===== src/sv/pcb_pkg.sv =====
// ============================================================================
// pcb_pkg
// Shared types and constants for the periodic counter bank: slot count,
// index width, action and status codes, and the flag command structure.
// ============================================================================
package pcb_pkg;

    localparam int SLOTS   = 8;
    localparam int SLOT_W  = (SLOTS > 1) ? $clog2(SLOTS) : 1;
    localparam int CNT_W   = 16;
    localparam int FIRED_W = 8;

    typedef logic [SLOT_W-1:0] slot_idx_t;
    typedef logic [SLOTS-1:0]  slot_vec_t;
    typedef logic [CNT_W-1:0]  cnt_t;

    typedef enum logic [2:0] {
        ACT_TICK   = 3'd0,
        ACT_ADD    = 3'd1,
        ACT_DELETE = 3'd2,
        ACT_START  = 3'd3,
        ACT_STOP   = 3'd4,
        ACT_READ   = 3'd5
    } action_t;

    typedef enum logic [1:0] {
        STAT_OK     = 2'd0,
        STAT_FULL   = 2'd1,
        STAT_UNUSED = 2'd2
    } status_t;

    typedef struct packed {
        logic      claim;
        logic      claim_en;
        logic      release_slot;
        logic      set_en;
        logic      clr_en;
        slot_idx_t idx;
    } flag_cmd_t;

    typedef struct packed {
        logic      found;
        slot_idx_t idx;
    } free_slot_t;

endpackage


===== src/sv/periodic_counter_bank.sv =====
// ============================================================================
// periodic_counter_bank
// Bank of periodic tick counters. Counts and targets live in two RAMs; a
// tick scans one slot per cycle, reading, incrementing and writing back active slots.
// ============================================================================
// Sequence: add, delete, start, stop and unknown actions go from idle straight
// to the done state; a read passes through the read state, a tick through the
// scan state, which visits one slot per cycle. A new word is taken only in idle,
// once the done state has handed the previous result to the output register.
// Reset: synchronous, active low; clears the slot flags, the sequencer and
// the output valid. The RAMs are not cleared, since every add writes its slot.
module periodic_counter_bank (
    input  logic        aclk,
    input  logic        aresetn,
    input  logic        s_tvalid,
    output logic        s_tready,
    input  logic [23:0] s_tdata,  // slot[2:0], period_target[18:3], start_enabled[19]
    input  logic [2:0]  s_tuser,  // action[2:0]
    output logic        m_tvalid,
    input  logic        m_tready,
    output logic [31:0] m_tdata,  // given_slot[2:0], count_value[18:3], fired_mask[26:19]
    output logic [1:0]  m_tuser   // status[1:0]
);
    import pcb_pkg::*;

    typedef enum logic [3:0] {
        ST_IDLE = 4'b0001,
        ST_SCAN = 4'b0010,
        ST_READ = 4'b0100,
        ST_DONE = 4'b1000
    } state_t;

    state_t state_reg, state_next;

    logic         accept;
    action_t      in_action;
    logic [2:0]   in_slot;
    cnt_t         in_target;
    logic         in_start;
    slot_idx_t    slot_idx;
    logic         slot_ok;

    slot_vec_t    used;
    slot_vec_t    enabled;
    free_slot_t   free_slot;
    flag_cmd_t    flag_cmd;

    logic         cnt_we;
    slot_idx_t    cnt_waddr;
    cnt_t         cnt_wdata;
    slot_idx_t    raddr;
    cnt_t         cnt_rdata;
    cnt_t         tgt_rdata;
    logic         tgt_we;

    slot_idx_t    scan_idx_reg, scan_idx_next;
    logic         scan_active;
    cnt_t         scan_inc;
    logic         scan_hit;

    status_t      res_status_reg, res_status_next;
    logic [2:0]   res_given_reg, res_given_next;
    cnt_t         res_count_reg, res_count_next;
    logic [FIRED_W-1:0] res_fired_reg, res_fired_next;

    logic         m_valid_reg, m_valid_next;
    logic [31:0]  m_data_reg, m_data_next;
    status_t      m_user_reg, m_user_next;
    logic         out_free;

    assign s_tready  = (state_reg == ST_IDLE);
    assign accept    = s_tvalid && s_tready;
    assign in_action = action_t'(s_tuser);
    assign in_slot   = s_tdata[2:0];
    assign in_target = s_tdata[18:3];
    assign in_start  = s_tdata[19];
    assign slot_idx  = SLOT_W'(in_slot);
    assign slot_ok   = (32'(in_slot) < 32'(SLOTS)) && used[slot_idx];
    assign out_free  = !m_valid_reg || m_tready;

    pcb_flags u_flags (
        .aclk      (aclk),
        .aresetn   (aresetn),
        .cmd       (flag_cmd),
        .used      (used),
        .enabled   (enabled),
        .free_slot (free_slot)
    );

    pcb_ram #(.WIDTH(CNT_W), .DEPTH(SLOTS)) u_count_ram (
        .aclk  (aclk),
        .we    (cnt_we),
        .waddr (cnt_waddr),
        .wdata (cnt_wdata),
        .raddr (raddr),
        .rdata (cnt_rdata)
    );

    pcb_ram #(.WIDTH(CNT_W), .DEPTH(SLOTS)) u_target_ram (
        .aclk  (aclk),
        .we    (tgt_we),
        .waddr (free_slot.idx),
        .wdata (in_target),
        .raddr (raddr),
        .rdata (tgt_rdata)
    );

    // Slot whose count and target are on the RAM outputs during a scan.
    assign scan_active = used[scan_idx_reg] && enabled[scan_idx_reg];
    assign scan_inc    = cnt_rdata + cnt_t'(1);
    assign scan_hit    = (scan_inc >= tgt_rdata);

    always_comb begin
        if (state_reg == ST_IDLE) begin
            raddr = (in_action == ACT_TICK) ? '0 : slot_idx;
        end else begin
            raddr = SLOT_W'(scan_idx_reg + slot_idx_t'(1));
        end
    end

    always_comb begin
        state_next      = state_reg;
        scan_idx_next   = scan_idx_reg;
        res_status_next = res_status_reg;
        res_given_next  = res_given_reg;
        res_count_next  = res_count_reg;
        res_fired_next  = res_fired_reg;
        flag_cmd        = '0;
        flag_cmd.idx    = slot_idx;
        cnt_we          = 1'b0;
        cnt_waddr       = slot_idx;
        cnt_wdata       = '0;
        tgt_we          = 1'b0;
        m_valid_next    = m_valid_reg;
        m_data_next     = m_data_reg;
        m_user_next     = m_user_reg;

        if (m_valid_reg && m_tready) begin
            m_valid_next = 1'b0;
        end

        case (state_reg)
            ST_IDLE: begin
                if (accept) begin
                    res_status_next = STAT_OK;
                    res_given_next  = '0;
                    res_count_next  = '0;
                    res_fired_next  = '0;
                    state_next      = ST_DONE;
                    case (in_action)
                        ACT_TICK: begin
                            scan_idx_next = '0;
                            state_next    = ST_SCAN;
                        end
                        ACT_ADD: begin
                            if (free_slot.found) begin
                                flag_cmd.claim    = 1'b1;
                                flag_cmd.claim_en = in_start;
                                cnt_we            = 1'b1;
                                cnt_waddr         = free_slot.idx;
                                tgt_we            = 1'b1;
                                res_given_next    = 3'(free_slot.idx);
                            end else begin
                                res_status_next = STAT_FULL;
                            end
                        end
                        ACT_DELETE: begin
                            if (slot_ok) begin
                                flag_cmd.release_slot = 1'b1;
                            end else begin
                                res_status_next = STAT_UNUSED;
                            end
                        end
                        ACT_START: begin
                            if (slot_ok) begin
                                flag_cmd.set_en = 1'b1;
                            end else begin
                                res_status_next = STAT_UNUSED;
                            end
                        end
                        ACT_STOP: begin
                            if (slot_ok) begin
                                flag_cmd.clr_en = 1'b1;
                                cnt_we          = 1'b1;
                            end else begin
                                res_status_next = STAT_UNUSED;
                            end
                        end
                        ACT_READ: begin
                            if (!slot_ok) begin
                                res_status_next = STAT_UNUSED;
                            end
                            state_next = ST_READ;
                        end
                        default: begin
                        end
                    endcase
                end
            end
            ST_SCAN: begin
                if (scan_active) begin
                    cnt_we    = 1'b1;
                    cnt_waddr = scan_idx_reg;
                    cnt_wdata = scan_hit ? '0 : scan_inc;
                    if (scan_hit && (32'(scan_idx_reg) < 32'(FIRED_W))) begin
                        res_fired_next[3'(scan_idx_reg)] = 1'b1;
                    end
                end
                scan_idx_next = SLOT_W'(scan_idx_reg + slot_idx_t'(1));
                if (32'(scan_idx_reg) == 32'(SLOTS - 1)) begin
                    state_next = ST_DONE;
                end
            end
            ST_READ: begin
                if (res_status_reg == STAT_OK) begin
                    res_count_next = cnt_rdata;
                end
                state_next = ST_DONE;
            end
            ST_DONE: begin
                if (out_free) begin
                    m_valid_next = 1'b1;
                    m_data_next  = {5'b0, res_fired_reg, res_count_reg, res_given_reg};
                    m_user_next  = res_status_reg;
                    state_next   = ST_IDLE;
                end
            end
            default: begin
                state_next = ST_IDLE;
            end
        endcase
    end

    always_ff @(posedge aclk) begin
        if (!aresetn) begin
            state_reg   <= ST_IDLE;
            m_valid_reg <= 1'b0;
        end else begin
            state_reg   <= state_next;
            m_valid_reg <= m_valid_next;
        end
        scan_idx_reg   <= scan_idx_next;
        res_status_reg <= res_status_next;
        res_given_reg  <= res_given_next;
        res_count_reg  <= res_count_next;
        res_fired_reg  <= res_fired_next;
        m_data_reg     <= m_data_next;
        m_user_reg     <= m_user_next;
    end

    assign m_tvalid = m_valid_reg;
    assign m_tdata  = m_data_reg;
    assign m_tuser  = m_user_reg;

endmodule


===== src/sv/pcb_ram.sv =====
// ============================================================================
// pcb_ram
// Generic simple dual-port RAM with one write port and one registered
// read port.
// ============================================================================
module pcb_ram #(
    parameter int  WIDTH = 16,
    parameter int  DEPTH = 8,
    localparam int AW    = (DEPTH > 1) ? $clog2(DEPTH) : 1
) (
    input  logic             aclk,
    input  logic             we,
    input  logic [AW-1:0]    waddr,
    input  logic [WIDTH-1:0] wdata,
    input  logic [AW-1:0]    raddr,
    output logic [WIDTH-1:0] rdata
);

    logic [WIDTH-1:0] mem [DEPTH];
    logic [WIDTH-1:0] rdata_reg;

    always_ff @(posedge aclk) begin
        if (we) begin
            mem[waddr] <= wdata;
        end
        rdata_reg <= mem[raddr];
    end

    assign rdata = rdata_reg;

endmodule


===== src/sv/pcb_flags.sv =====
// ============================================================================
// pcb_flags
// In-use and enable flags of every slot, with the search for the lowest
// free slot used by an add.
// ============================================================================
module pcb_flags (
    input  logic                aclk,
    input  logic                aresetn,
    input  pcb_pkg::flag_cmd_t  cmd,
    output pcb_pkg::slot_vec_t  used,
    output pcb_pkg::slot_vec_t  enabled,
    output pcb_pkg::free_slot_t free_slot
);
    import pcb_pkg::*;

    slot_vec_t  used_reg, used_next;
    slot_vec_t  en_reg, en_next;
    free_slot_t free_c;

    always_comb begin
        free_c = '0;
        for (int i = SLOTS - 1; i >= 0; i--) begin
            if (!used_reg[i]) begin
                free_c.found = 1'b1;
                free_c.idx   = SLOT_W'(i);
            end
        end
    end

    always_comb begin
        used_next = used_reg;
        en_next   = en_reg;
        if (cmd.claim && free_c.found) begin
            used_next[free_c.idx] = 1'b1;
            en_next[free_c.idx]   = cmd.claim_en;
        end
        if (cmd.release_slot) begin
            used_next[cmd.idx] = 1'b0;
            en_next[cmd.idx]   = 1'b0;
        end
        if (cmd.set_en) begin
            en_next[cmd.idx] = 1'b1;
        end
        if (cmd.clr_en) begin
            en_next[cmd.idx] = 1'b0;
        end
    end

    always_ff @(posedge aclk) begin
        if (!aresetn) begin
            used_reg <= '0;
            en_reg   <= '0;
        end else begin
            used_reg <= used_next;
            en_reg   <= en_next;
        end
    end

    assign used      = used_reg;
    assign enabled   = en_reg;
    assign free_slot = free_c;

endmodule

===== config.mk =====
export PLATFORM = sky130hd
export DESIGN_NAME = periodic_counter_bank
export DESIGN_NICKNAME = d
export VERILOG_FILES = /design/src/sv/pcb_pkg.sv /design/src/sv/periodic_counter_bank.sv /design/src/sv/pcb_ram.sv /design/src/sv/pcb_flags.sv
export SDC_FILE = /design/constraint.sdc
export NUM_CORES = 1
export LEC_CHECK = 0
export ABC_AREA = 1
export BUFFER_PORTS_ARGS = -buffer_cell sky130_fd_sc_hd__clkbuf_2
export CAP_MARGIN = 40
export CORE_ASPECT_RATIO = 2
export CORE_UTILIZATION = 55
export DETAILED_ROUTE_END_ITERATION = 8
export PLACE_DENSITY = 0.82
export SLEW_MARGIN = 10
export SYNTH_ARGS = -nofsm -noshare
export SYNTH_HDL_FRONTEND = slang
export SYNTH_SLANG_ARGS = --single-unit

===== constraint.sdc =====
create_clock -name aclk -period 6.02 [get_ports aclk]
set_input_delay 1.204 -clock aclk [delete_from_list [all_inputs] [get_ports aclk]]
set_output_delay 1.204 -clock aclk [all_outputs]
set_load 0.02 [all_outputs]

After elaboration in Yosys (flattened, before gate mapping)
Memory sizes are Yosys's and may differ from the RTL's. A register that Yosys moved wholly into a read port is not among the register bits.
Cells that the tools add are included.

word-level totals
  RAM bits = 256
  latch bits = 0
  logic and storage cells = 145
  output and inout bits = 36
  memory bits (read-only) = 0
  register bits = 82
  memories kept = 2
  input port bits = 31

memory list
  memory            words  width  rd ports  clocked after memory_dff  write ports  line           source
  u_count_ram.mem   8      16     1         1                         1            pcb_ram.sv:19  logic [WIDTH-1:0] mem [DEPTH];
  u_target_ram.mem  8      16     1         1                         1            pcb_ram.sv:19

operators by class
  multiplexer cells = 78
  bitwise operators = 7
  reduce and logical (&&, ||, !) cells = 21
  eq/ne operators = 17
  multiply operators = 0
  div/mod/pow operators = 0
  add/sub/neg operators = 2
  $lt $le $gt $ge = 7
  shift-type cells = 0

operator list
  cell                     count
  $mux W16                 5
  $mux W8                  9
  $mux W4                  11
  $pmux W16 S2             1
  $and A8 B8 Y8            3
  $mux W1                  24
  $mux W3                  8
  $or A8 B8 Y8             3
  $add A16 B1 Y16 const B  1
  $ge A16 B16 Y1           1
  $pmux W4 S4              1
  $pmux W8 S2              1
  $lt A3 B4 Y1 const B     3
  $pmux W3 S2              2
  $mux W5                  2
  $ne A2 B2 Y1 const B     5
  $bmux W1 S3              3
  $demux W1 S3             3
  $eq A3 B3 Y1 const B     3
  $ge A3 B1 Y1 const B     3
  $reduce_and A3 Y1        3
  $bwmux W8                1
  $not A8 Y8               1
  $pmux W4 S2              1
  other kinds (20)         34

Logic depth before layout (Yosys ltp)
Gate-level depths: netlist of the first run.

  depth in word-level cells = 20
  gate-level depth with buffers = 17
  mapped depth without buffers = 17

By module
From an unflattened synthesis of the first run, not the netlist that was laid out.

unflattened totals
  cells, all modules = 1806
  area total of the unflattened synthesis = 17060.1 um^2

modules (own cells, without submodules)
  module                 cells each  times used  seq. area each (um^2)  area each (um^2)
  pcb_ram                587         2           4164.0                 5989.5
  periodic_counter_bank  466         1           1931.9                 3946.3
  pcb_flags              166         1           320.3                  1134.8

Least setup slack after synthesis of the first run
No wires, ideal clock.

  path kind = input to register
  start = in m_tready
  end = reg m_data_reg[0], in the netlist m_tdata[0] (enable)
  required time = 5532 ps
  stages = 2
  path buffers = 0
  setup slack = 1494 ps
  library setup time = 488 ps
  arrival = 4038 ps
  cell sequence = nor2_1 -> nor4_1

on the way
  longest elaborated chain between the ends = 2

RTL lines
  element                      line                          source
  start: declaration           periodic_counter_bank.sv:20   input logic m_tready,
  $logic_or A1 B1 Y1           periodic_counter_bank.sv:79   assign out_free = !m_valid_reg || m_tready;
  $reduce_and A2 Y1 (no line)  n/a
  end signal: assignment       periodic_counter_bank.sv:247  m_data_reg <= m_data_next;
  end: declaration             periodic_counter_bank.sv:67   logic [31:0] m_data_reg, m_data_next;

Every way passes these cells.
A chain may end at the register's enable or synchronous reset.

Worst setup path after layout of the first run
  start = reg u_count_ram.rdata_reg[0], in the netlist u_count_ram.rdata[0] (read register of u_count_ram.mem)
  end = mem u_count_ram.mem[4][6], data pin

on the way
  longest elaborated chain between the ends = 5

RTL lines
  element              line                          source
  start: declaration   pcb_ram.sv:20                 logic [WIDTH-1:0] rdata_reg;
  $add A16 B1 Y16 (*)  periodic_counter_bank.sv:110  assign scan_inc = cnt_rdata + cnt_t'(1);
  $ge A16 B16 Y1       periodic_counter_bank.sv:111  assign scan_hit = (scan_inc >= tgt_rdata);
  $mux W16 (*)         periodic_counter_bank.sv:204  cnt_wdata = scan_hit ? '0 : scan_inc;
  $mux W16 (*)         periodic_counter_bank.sv:201  if (scan_active) begin
  $mux W16 (*)         periodic_counter_bank.sv:142  case (state_reg)
  net cnt_wdata[6]     periodic_counter_bank.sv:50   cnt_t cnt_wdata;
  end: declaration     pcb_ram.sv:19

The timed path passes the listed nets; every way through them passes the cells marked *.

==> impl_metrics.toml, run 1 <==
[outcome]
status = "finished clean"

[floorplan]
rows = 87
io_pins = 67
start_util = 0.561
die_width_um = 122
die_y_um = 242
core_um2 = 28200
die_area_um2 = 29500

[cells_and_area]
layout_commonest_cell = "edfxtp_1"
fin_nets = 1576
final_cell_mix = "317 x edfxtp_1, 298 x nand2_1, 238 x inv_1, 129 x nor2_1, 105 x o211ai_1"
fill_cells = 2136
syn_to_final_growth_pct = 10.5
drive_above_1_share = 0.101
diodes = 0
final_core_util = 0.620

[worst_hold_path]
hp-start = "res_count_reg[9]$_SDFFCE_PP0P_"
hold-path-endpoint = "m_tdata[12]$_DFFE_PP_"
hold_depth = 0
worst_hold_path_type = "reg2reg"

[clock_network]
cts_hold_buf = 0
path_clk_slew_ns = 0.07
ctsHtreeMaxLevel = 1
clock_latency_ns = 0.57
clk_path_buf_depth = 3
tritoncts = "built"
postCtsSetupBuffers = 0
cts_buffers = 29
cts_sinks = 370
post_cts_resized = 0
root_buffer = "clkbuf_16"

[global_routing]
grt_max_degree = 99
first_global_vias = 10600
antenna_found_initial = 0
grt_pass1_wl_mm = 53.5
grt_use_total = 0.240
grt_overflow = 0

[critical_path]
critPathLaunchType = "flip-flop"
crit_fanout = 16
cp.arrival_ns = 4.49
r2r_start = "u_count_ram.rdata[0]$_DFF_P_"
r2r_slack_ns = 1.83
path_cells = "inv_1, nor3_1, nand3_1, nor4_1, xor2_1, inv_1, ha_1, a21oi_1, o21ai_0, a21oi_1, nand4_2, nor2_1"
reg2regPathDepth = 12
worstSetupStartpoint = "u_count_ram.rdata[0]$_DFF_P_"
crit_path_max_incr_delay_ns = 0.61
r2r_end = "u_count_ram.mem[4][6]$_DFFE_PP_"
cpMaxStageDelayCell = "nor2_1"
crit_type = "reg2reg"
worst_setup_path_end_kind = "flip-flop"
critical_path_required_ns = 6.32

[timing]
tns_ns = 0
worst_slew_margin_rel = 0.407
fin_skew_ns = 0.0119
setup_viol = 0
finalHoldViolCount = 0
tightest_slew_ns = 0.890
finalCriticalPeriod_ns = 4.19
period_share = 0.695
final_max_slew_viol_count = 0
rsz0062_at_grt = "false"
fmax_mhz = 239

[power]
clkPwrFrac = 0.292
p_comb_frac = 0.236
p_sw_frac = 0.316
power.total_w = 0.00649
p_leak_nw = 7.03
sequentialPowerShare = 0.471
net-switching-power_w = 0.00205
p_int_w = 0.00444
peakVddDrop_mv = 0.285
cellPowerDensity_nw_per_um2 = 372

[routing]
vias_per_cell = 5.55
post_drt_wl_per_cell_um = 18.0
vias = 10600
ant_nets = 0
first_iter_violations = 601
drt_first_pass_iters = 5
drt_wl_total_mm = 34.2
drc_errors = 0

[yosys]
synth_seq_cells = 370
syn_area_per_cell_um2 = 10.7
yosysWarnings = 0
syn_inst = 1473
synth_top_area_share = 0.602
synth_area_leader_cell = "edfxtp_1"
synth_edf_count = 317
ys_types = 42
synth_top_cells_by_area = "edfxtp_1 60%, nand2_1 7.1%, dfxtp_1 6.7%"
seq_area_frac_synth = 0.669
async_reset_ff_frac = 0
syn_area_um2 = 15800
ys.flop_type = "edfxtp_1"

[flow_run]
maxCapViolCount = 0

[placed_design]
place_hpwl_mm = 22.7
gp_congestion = 0.945
portBuffers = 57
==> worst max path at each step <==
stage                                      end  slack (ns)
2_1_floorplan             m_tdata[0]$_DFFE_PP_        1.49
3_3_place_gp   u_count_ram.mem[1][0]$_DFFE_PP_        2.03
3_5_place_dp   u_count_ram.mem[0][6]$_DFFE_PP_        1.88
4_1_cts        u_count_ram.mem[4][6]$_DFFE_PP_        1.84
5_1_grt        u_count_ram.mem[4][6]$_DFFE_PP_        1.49
6_report       u_count_ram.mem[4][6]$_DFFE_PP_        1.83
==> metrics by stage <==
| stage | hold WS [ns] | instance area [µm²] | setup WS, ns | instances |
|---|---|---|---|---|
| after floorplan | 0.400 | 15800 | 1.49 | 1477 |
| after global placement | 0.404 | 16400 | 2.03 | 1848 |
| after detailed placement | 0.405 | 16500 | 1.88 | 1851 |
| after CTS | 0.422 | 17500 | 1.84 | 1904 |
| after global routing | 0.429 | 17500 | 1.49 | 1904 |
| final | 0.416 | 17500 | 1.83 | 1904 |
==> cell usage after synthesis (3+ instances only) <==
| master | number |
|---|---|
| edfxtp_1 | 317 |
| nand2_1 | 298 |
| inv_1 | 238 |
| nor2_1 | 129 |
| o211ai_1 | 105 |
| o21ai_1 | 71 |
| dfxtp_1 | 53 |
| o21ai_0 | 49 |
| buf_2 | 26 |
| nand3_1 | 26 |
| a21oi_1 | 23 |
| clkbuf_1 | 22 |
| nor3_1 | 21 |
| ha_1 | 19 |
| buf_4 | 12 |
| nand4_1 | 10 |
| xor2_1 | 9 |
| inv_2 | 5 |
| a31oi_1 | 4 |
| nor4_1 | 4 |
| nor2_2 | 3 |
| nor2_4 | 3 |
==> kinds of logic (layout without fill, tap and decap cells) <==
logic type | Yosys count | after routing | synth area share
flip-flops | 370 | 370 | 0.669
XOR/XNOR | 9 | 9 | 0.00498
buffers and inverters | 308 | 379 | 0.0789
AO/OA/AOI/OAI | 261 | 261 | 0.101
adder cells (fa/ha/maj) | 19 | 19 | 0.0150
AND/OR/NAND/NOR | 505 | 505 | 0.131
other | 1 | 5 | 0.000237
==> critical path: cells and delay by family (launching register included) <==
family          cells  cell delay [ns]
compound gates      3             0.44
xor+xnor            1             0.23
fa+ha+maj           1             0.31
buf+inv             2             0.18
flops               1             0.46
simple gates        5             2.27
==> power groups by stage <==
| stage | registers [W] | clock network, W | logic (W) |
|---|---|---|---|
| after floorplan | 0.00309 | 0 | 0.00110 |
| after global placement | 0.00311 | 0 | 0.00145 |
| after detailed placement | 0.00312 | 0 | 0.00151 |
| after CTS | 0.00306 | 0.00192 | 0.00153 |
| after global routing | 0.00307 | 0.00203 | 0.00172 |
| final | 0.00306 | 0.00190 | 0.00153 |
==> per-layer routing <==
layer / up-vias / routed length (µm) / global-route usage
met5: - / 0 / 0
met4: 0 / 1880 / 0.144
met3: 123 / 1720 / 0.0222
met2: 344 / 19300 / 0.456
met1: 5041 / 11400 / 0.244
li1: 5066 / - / -
==> layout make-up <==
class	count	area, µm²	area share
Clock buffer	35	778	0.0445
Clock inverter	18	179	0.0102
Inverter	245	920	0.0526
Multi-Input combinational cell	799	4050	0.232
Sequential cell	370	10600	0.606
Tap cell	356	445	0.0255
Timing Repair Buffer	81	526	0.0301
(Power assumes the default switching activity.)
==> inputs of run 2 (changes only) <==
--- a/config.mk
+++ b/config.mk
@@ -11,7 +11,7 @@
 export CORE_ASPECT_RATIO = 2
 export CORE_UTILIZATION = 55
 export DETAILED_ROUTE_END_ITERATION = 8
-export PLACE_DENSITY = 0.82
+export PLACE_DENSITY = 0.85
 export SLEW_MARGIN = 10
 export SYNTH_ARGS = -nofsm -noshare
 export SYNTH_HDL_FRONTEND = slang
==> constraint.sdc (replaced) <==
create_clock -name aclk -period 3.74 [get_ports aclk]
set_input_delay 0.748 -clock aclk [delete_from_list [all_inputs] [get_ports aclk]]
set_output_delay 0.748 -clock aclk [all_outputs]
set_load 0.02 [all_outputs]
==> run 2 against run 1 <==
  * Maximum frequency rose by 21%
  * Register-to-register slack got worse by 1.6 ns
  * Cell count rose by 0.74%
  * Clock-buffer cell count rose by 8
  * Sequential share of layout area fell by 0.66 points
  * Sequential power rose by 61%
  * Clock power rose by 67%
  * Combinational power rose by 73%
==> impl_metrics.toml, run 2 (synthesis gave the netlist of run 1 again) <==
[critical_path]
r2r_slack_ns = 0.27
reg2regPathDepth = 15
critical_path_required_ns = 4.12
crit_fanout = 9
r2r_end = "u_count_ram.mem[0][2]$_DFFE_PP_"
crit_type = "reg2reg"
r2r_start = "u_count_ram.rdata[6]$_DFF_P_"
cp.arrival_ns = 3.85
critPathLaunchType = "flip-flop"
worst_setup_path_end_kind = "flip-flop"

[power]
cellPowerDensity_nw_per_um2 = 610
peakVddDrop_mv = 0.471
p_leak_nw = 7.10

[floorplan]
core_um2 = 28200
io_pins = 67
die_width_um = 122
die_y_um = 242
start_util = 0.561
rows = 87
die_area_um2 = 29500

[global_routing]
first_global_vias = 11000
grt_overflow = 0
antenna_found_initial = 0
grt_max_degree = 129
grt_use_total = 0.255
grt_pass1_wl_mm = 56.4

[timing]
tightest_slew_ns = 0.670
period_share = 0.927
finalCriticalPeriod_ns = 3.47
fmax_mhz = 288
rsz0062_at_grt = "false"
tns_ns = 0
setup_viol = 0
worst_slew_margin_rel = 0.550
fin_skew_ns = 0.0290
finalHoldViolCount = 0
final_max_slew_viol_count = 0

[clock_network]
cts_hold_buf = 0
clock_latency_ns = 0.59
tritoncts = "built"
clk_path_buf_depth = 3
postCtsSetupBuffers = 0
ctsHtreeMaxLevel = 1
cts_sinks = 370
path_clk_slew_ns = 0.07
cts_buffers = 29
root_buffer = "clkbuf_16"

[worst_hold_path]
hp-start = "res_count_reg[0]$_SDFFCE_PP0P_"
hold-path-endpoint = "m_tdata[3]$_DFFE_PP_"
worst_hold_path_type = "reg2reg"
hold_depth = 0

[routing]
vias_per_cell = 5.64
first_iter_violations = 787
vias = 10800
drc_errors = 0
ant_nets = 0
drt_first_pass_iters = 6
post_drt_wl_per_cell_um = 19.1
drt_wl_total_mm = 36.6

[cells_and_area]
fin_nets = 1589
syn_to_final_growth_pct = 11.7
diodes = 0
final_core_util = 0.627
final_cell_mix = "317 x edfxtp_1, 298 x nand2_1, 238 x inv_1, 121 x nor2_1, 105 x o211ai_1"
drive_above_1_share = 0.111
multi_input_area_um2 = 4090
stdcell_count = 1918
layout_commonest_cell = "edfxtp_1"
fill_cells = 2043
seqCellArea_um2 = 10600

[flow_run]
maxCapViolCount = 0

[placed_design]
portBuffers = 57
place_inst = 1864
gp_congestion = 0.949
place_hpwl_mm = 23.9

[outcome]
status = "finished clean"
run 2: changes by cell type in the layout (fill, tap and decap cells not counted), moves of 2 or more:
cell / previous run / this run
buf_4: 21 / 31
nor2_2: 3 / 11
buf_16: 3 / 0
nor2_1: 129 / 121
clkbuf_8: 3 / 6
clkinv_2: 7 / 2
inv_6: 2 / 0
clkinv_4: 4 / 0
clkbuf_1: 3 / 8
buf_12: 0 / 6
run 2: layout make-up:
class                   count  area share
multi-input cells         799       0.231
repair buffers             94      0.0361
clock inverters            11     0.00871
flip-flops and latches    370       0.599
inverters                 245      0.0521
well taps                 356      0.0252
clock buffers              43      0.0475
run 2: worst max path at each step:
stage / from / end / cells after the start
detailed placement: u_count_ram.rdata[6]$_DFF_P_ / u_count_ram.mem[4][4]$_DFFE_PP_ / 14
CTS: u_count_ram.rdata[6]$_DFF_P_ / u_count_ram.mem[0][1]$_DFFE_PP_ / 15
finish: u_count_ram.rdata[6]$_DFF_P_ / u_count_ram.mem[0][2]$_DFFE_PP_ / 15
floorplan: s_tdata[1] / u_count_ram.mem[1][0]$_DFFE_PP_ / 12
global placement: u_count_ram.rdata[6]$_DFF_P_ / u_count_ram.mem[3][5]$_DFFE_PP_ / 14
global route: u_count_ram.rdata[0]$_DFF_P_ / u_count_ram.mem[4][5]$_DFFE_PP_ / 17
run 2: layer usage:
metal,global-route usage,up-vias,part of all wire
li1,-,5087,-
met1,0.262,5152,0.34
met2,0.456,428,0.54
met3,0.0292,160,0.049
met4,0.204,0,0.075
met5,0,-,0
run 2: worst max-delay path: stages, from the launching register on:
cell	delay, ns
dfxtp_1	0.39
inv_1	0.10
nor4_2	0.41
buf_4	0.19
nand4_1	0.09
xor2_1	0.29
inv_1	0.10
ha_1	0.31
nand2_1	0.09
inv_1	0.05
nand3_1	0.09
inv_1	0.07
a21oi_1	0.29
nand4_4	0.25
buf_4	0.27
nor2_2	0.26
run 2: report_power, final:
group / internal (W) / total [W] / leakage, nW / switching, W
clock network: 0.00177 / 0.00318 / 0.479 / 0.00141
logic: 0.000829 / 0.00264 / 3.11 / 0.00181
registers: 0.00475 / 0.00494 / 3.51 / 0.000194
run 2: repair_timing:
item | in CTS | in global routing
gates resized for setup | 0 | 10
endpoints found under the setup margin | 0 | 120
endpoints found under the hold margin | 0 | 0
run 2: stage by stage:
step                      instance area (µm²)  hold WS [ns]  total power (W)  worst slack [ns]
final                                   17700         0.413           0.0108             0.274
after global routing                    17700         0.428           0.0112            0.0299
after detailed placement                16600         0.406          0.00761            0.0690
after global placement                  16600         0.404          0.00750             0.212
after floorplan                         15800         0.400          0.00675             0.733
after CTS                               17600         0.416           0.0108            0.0286
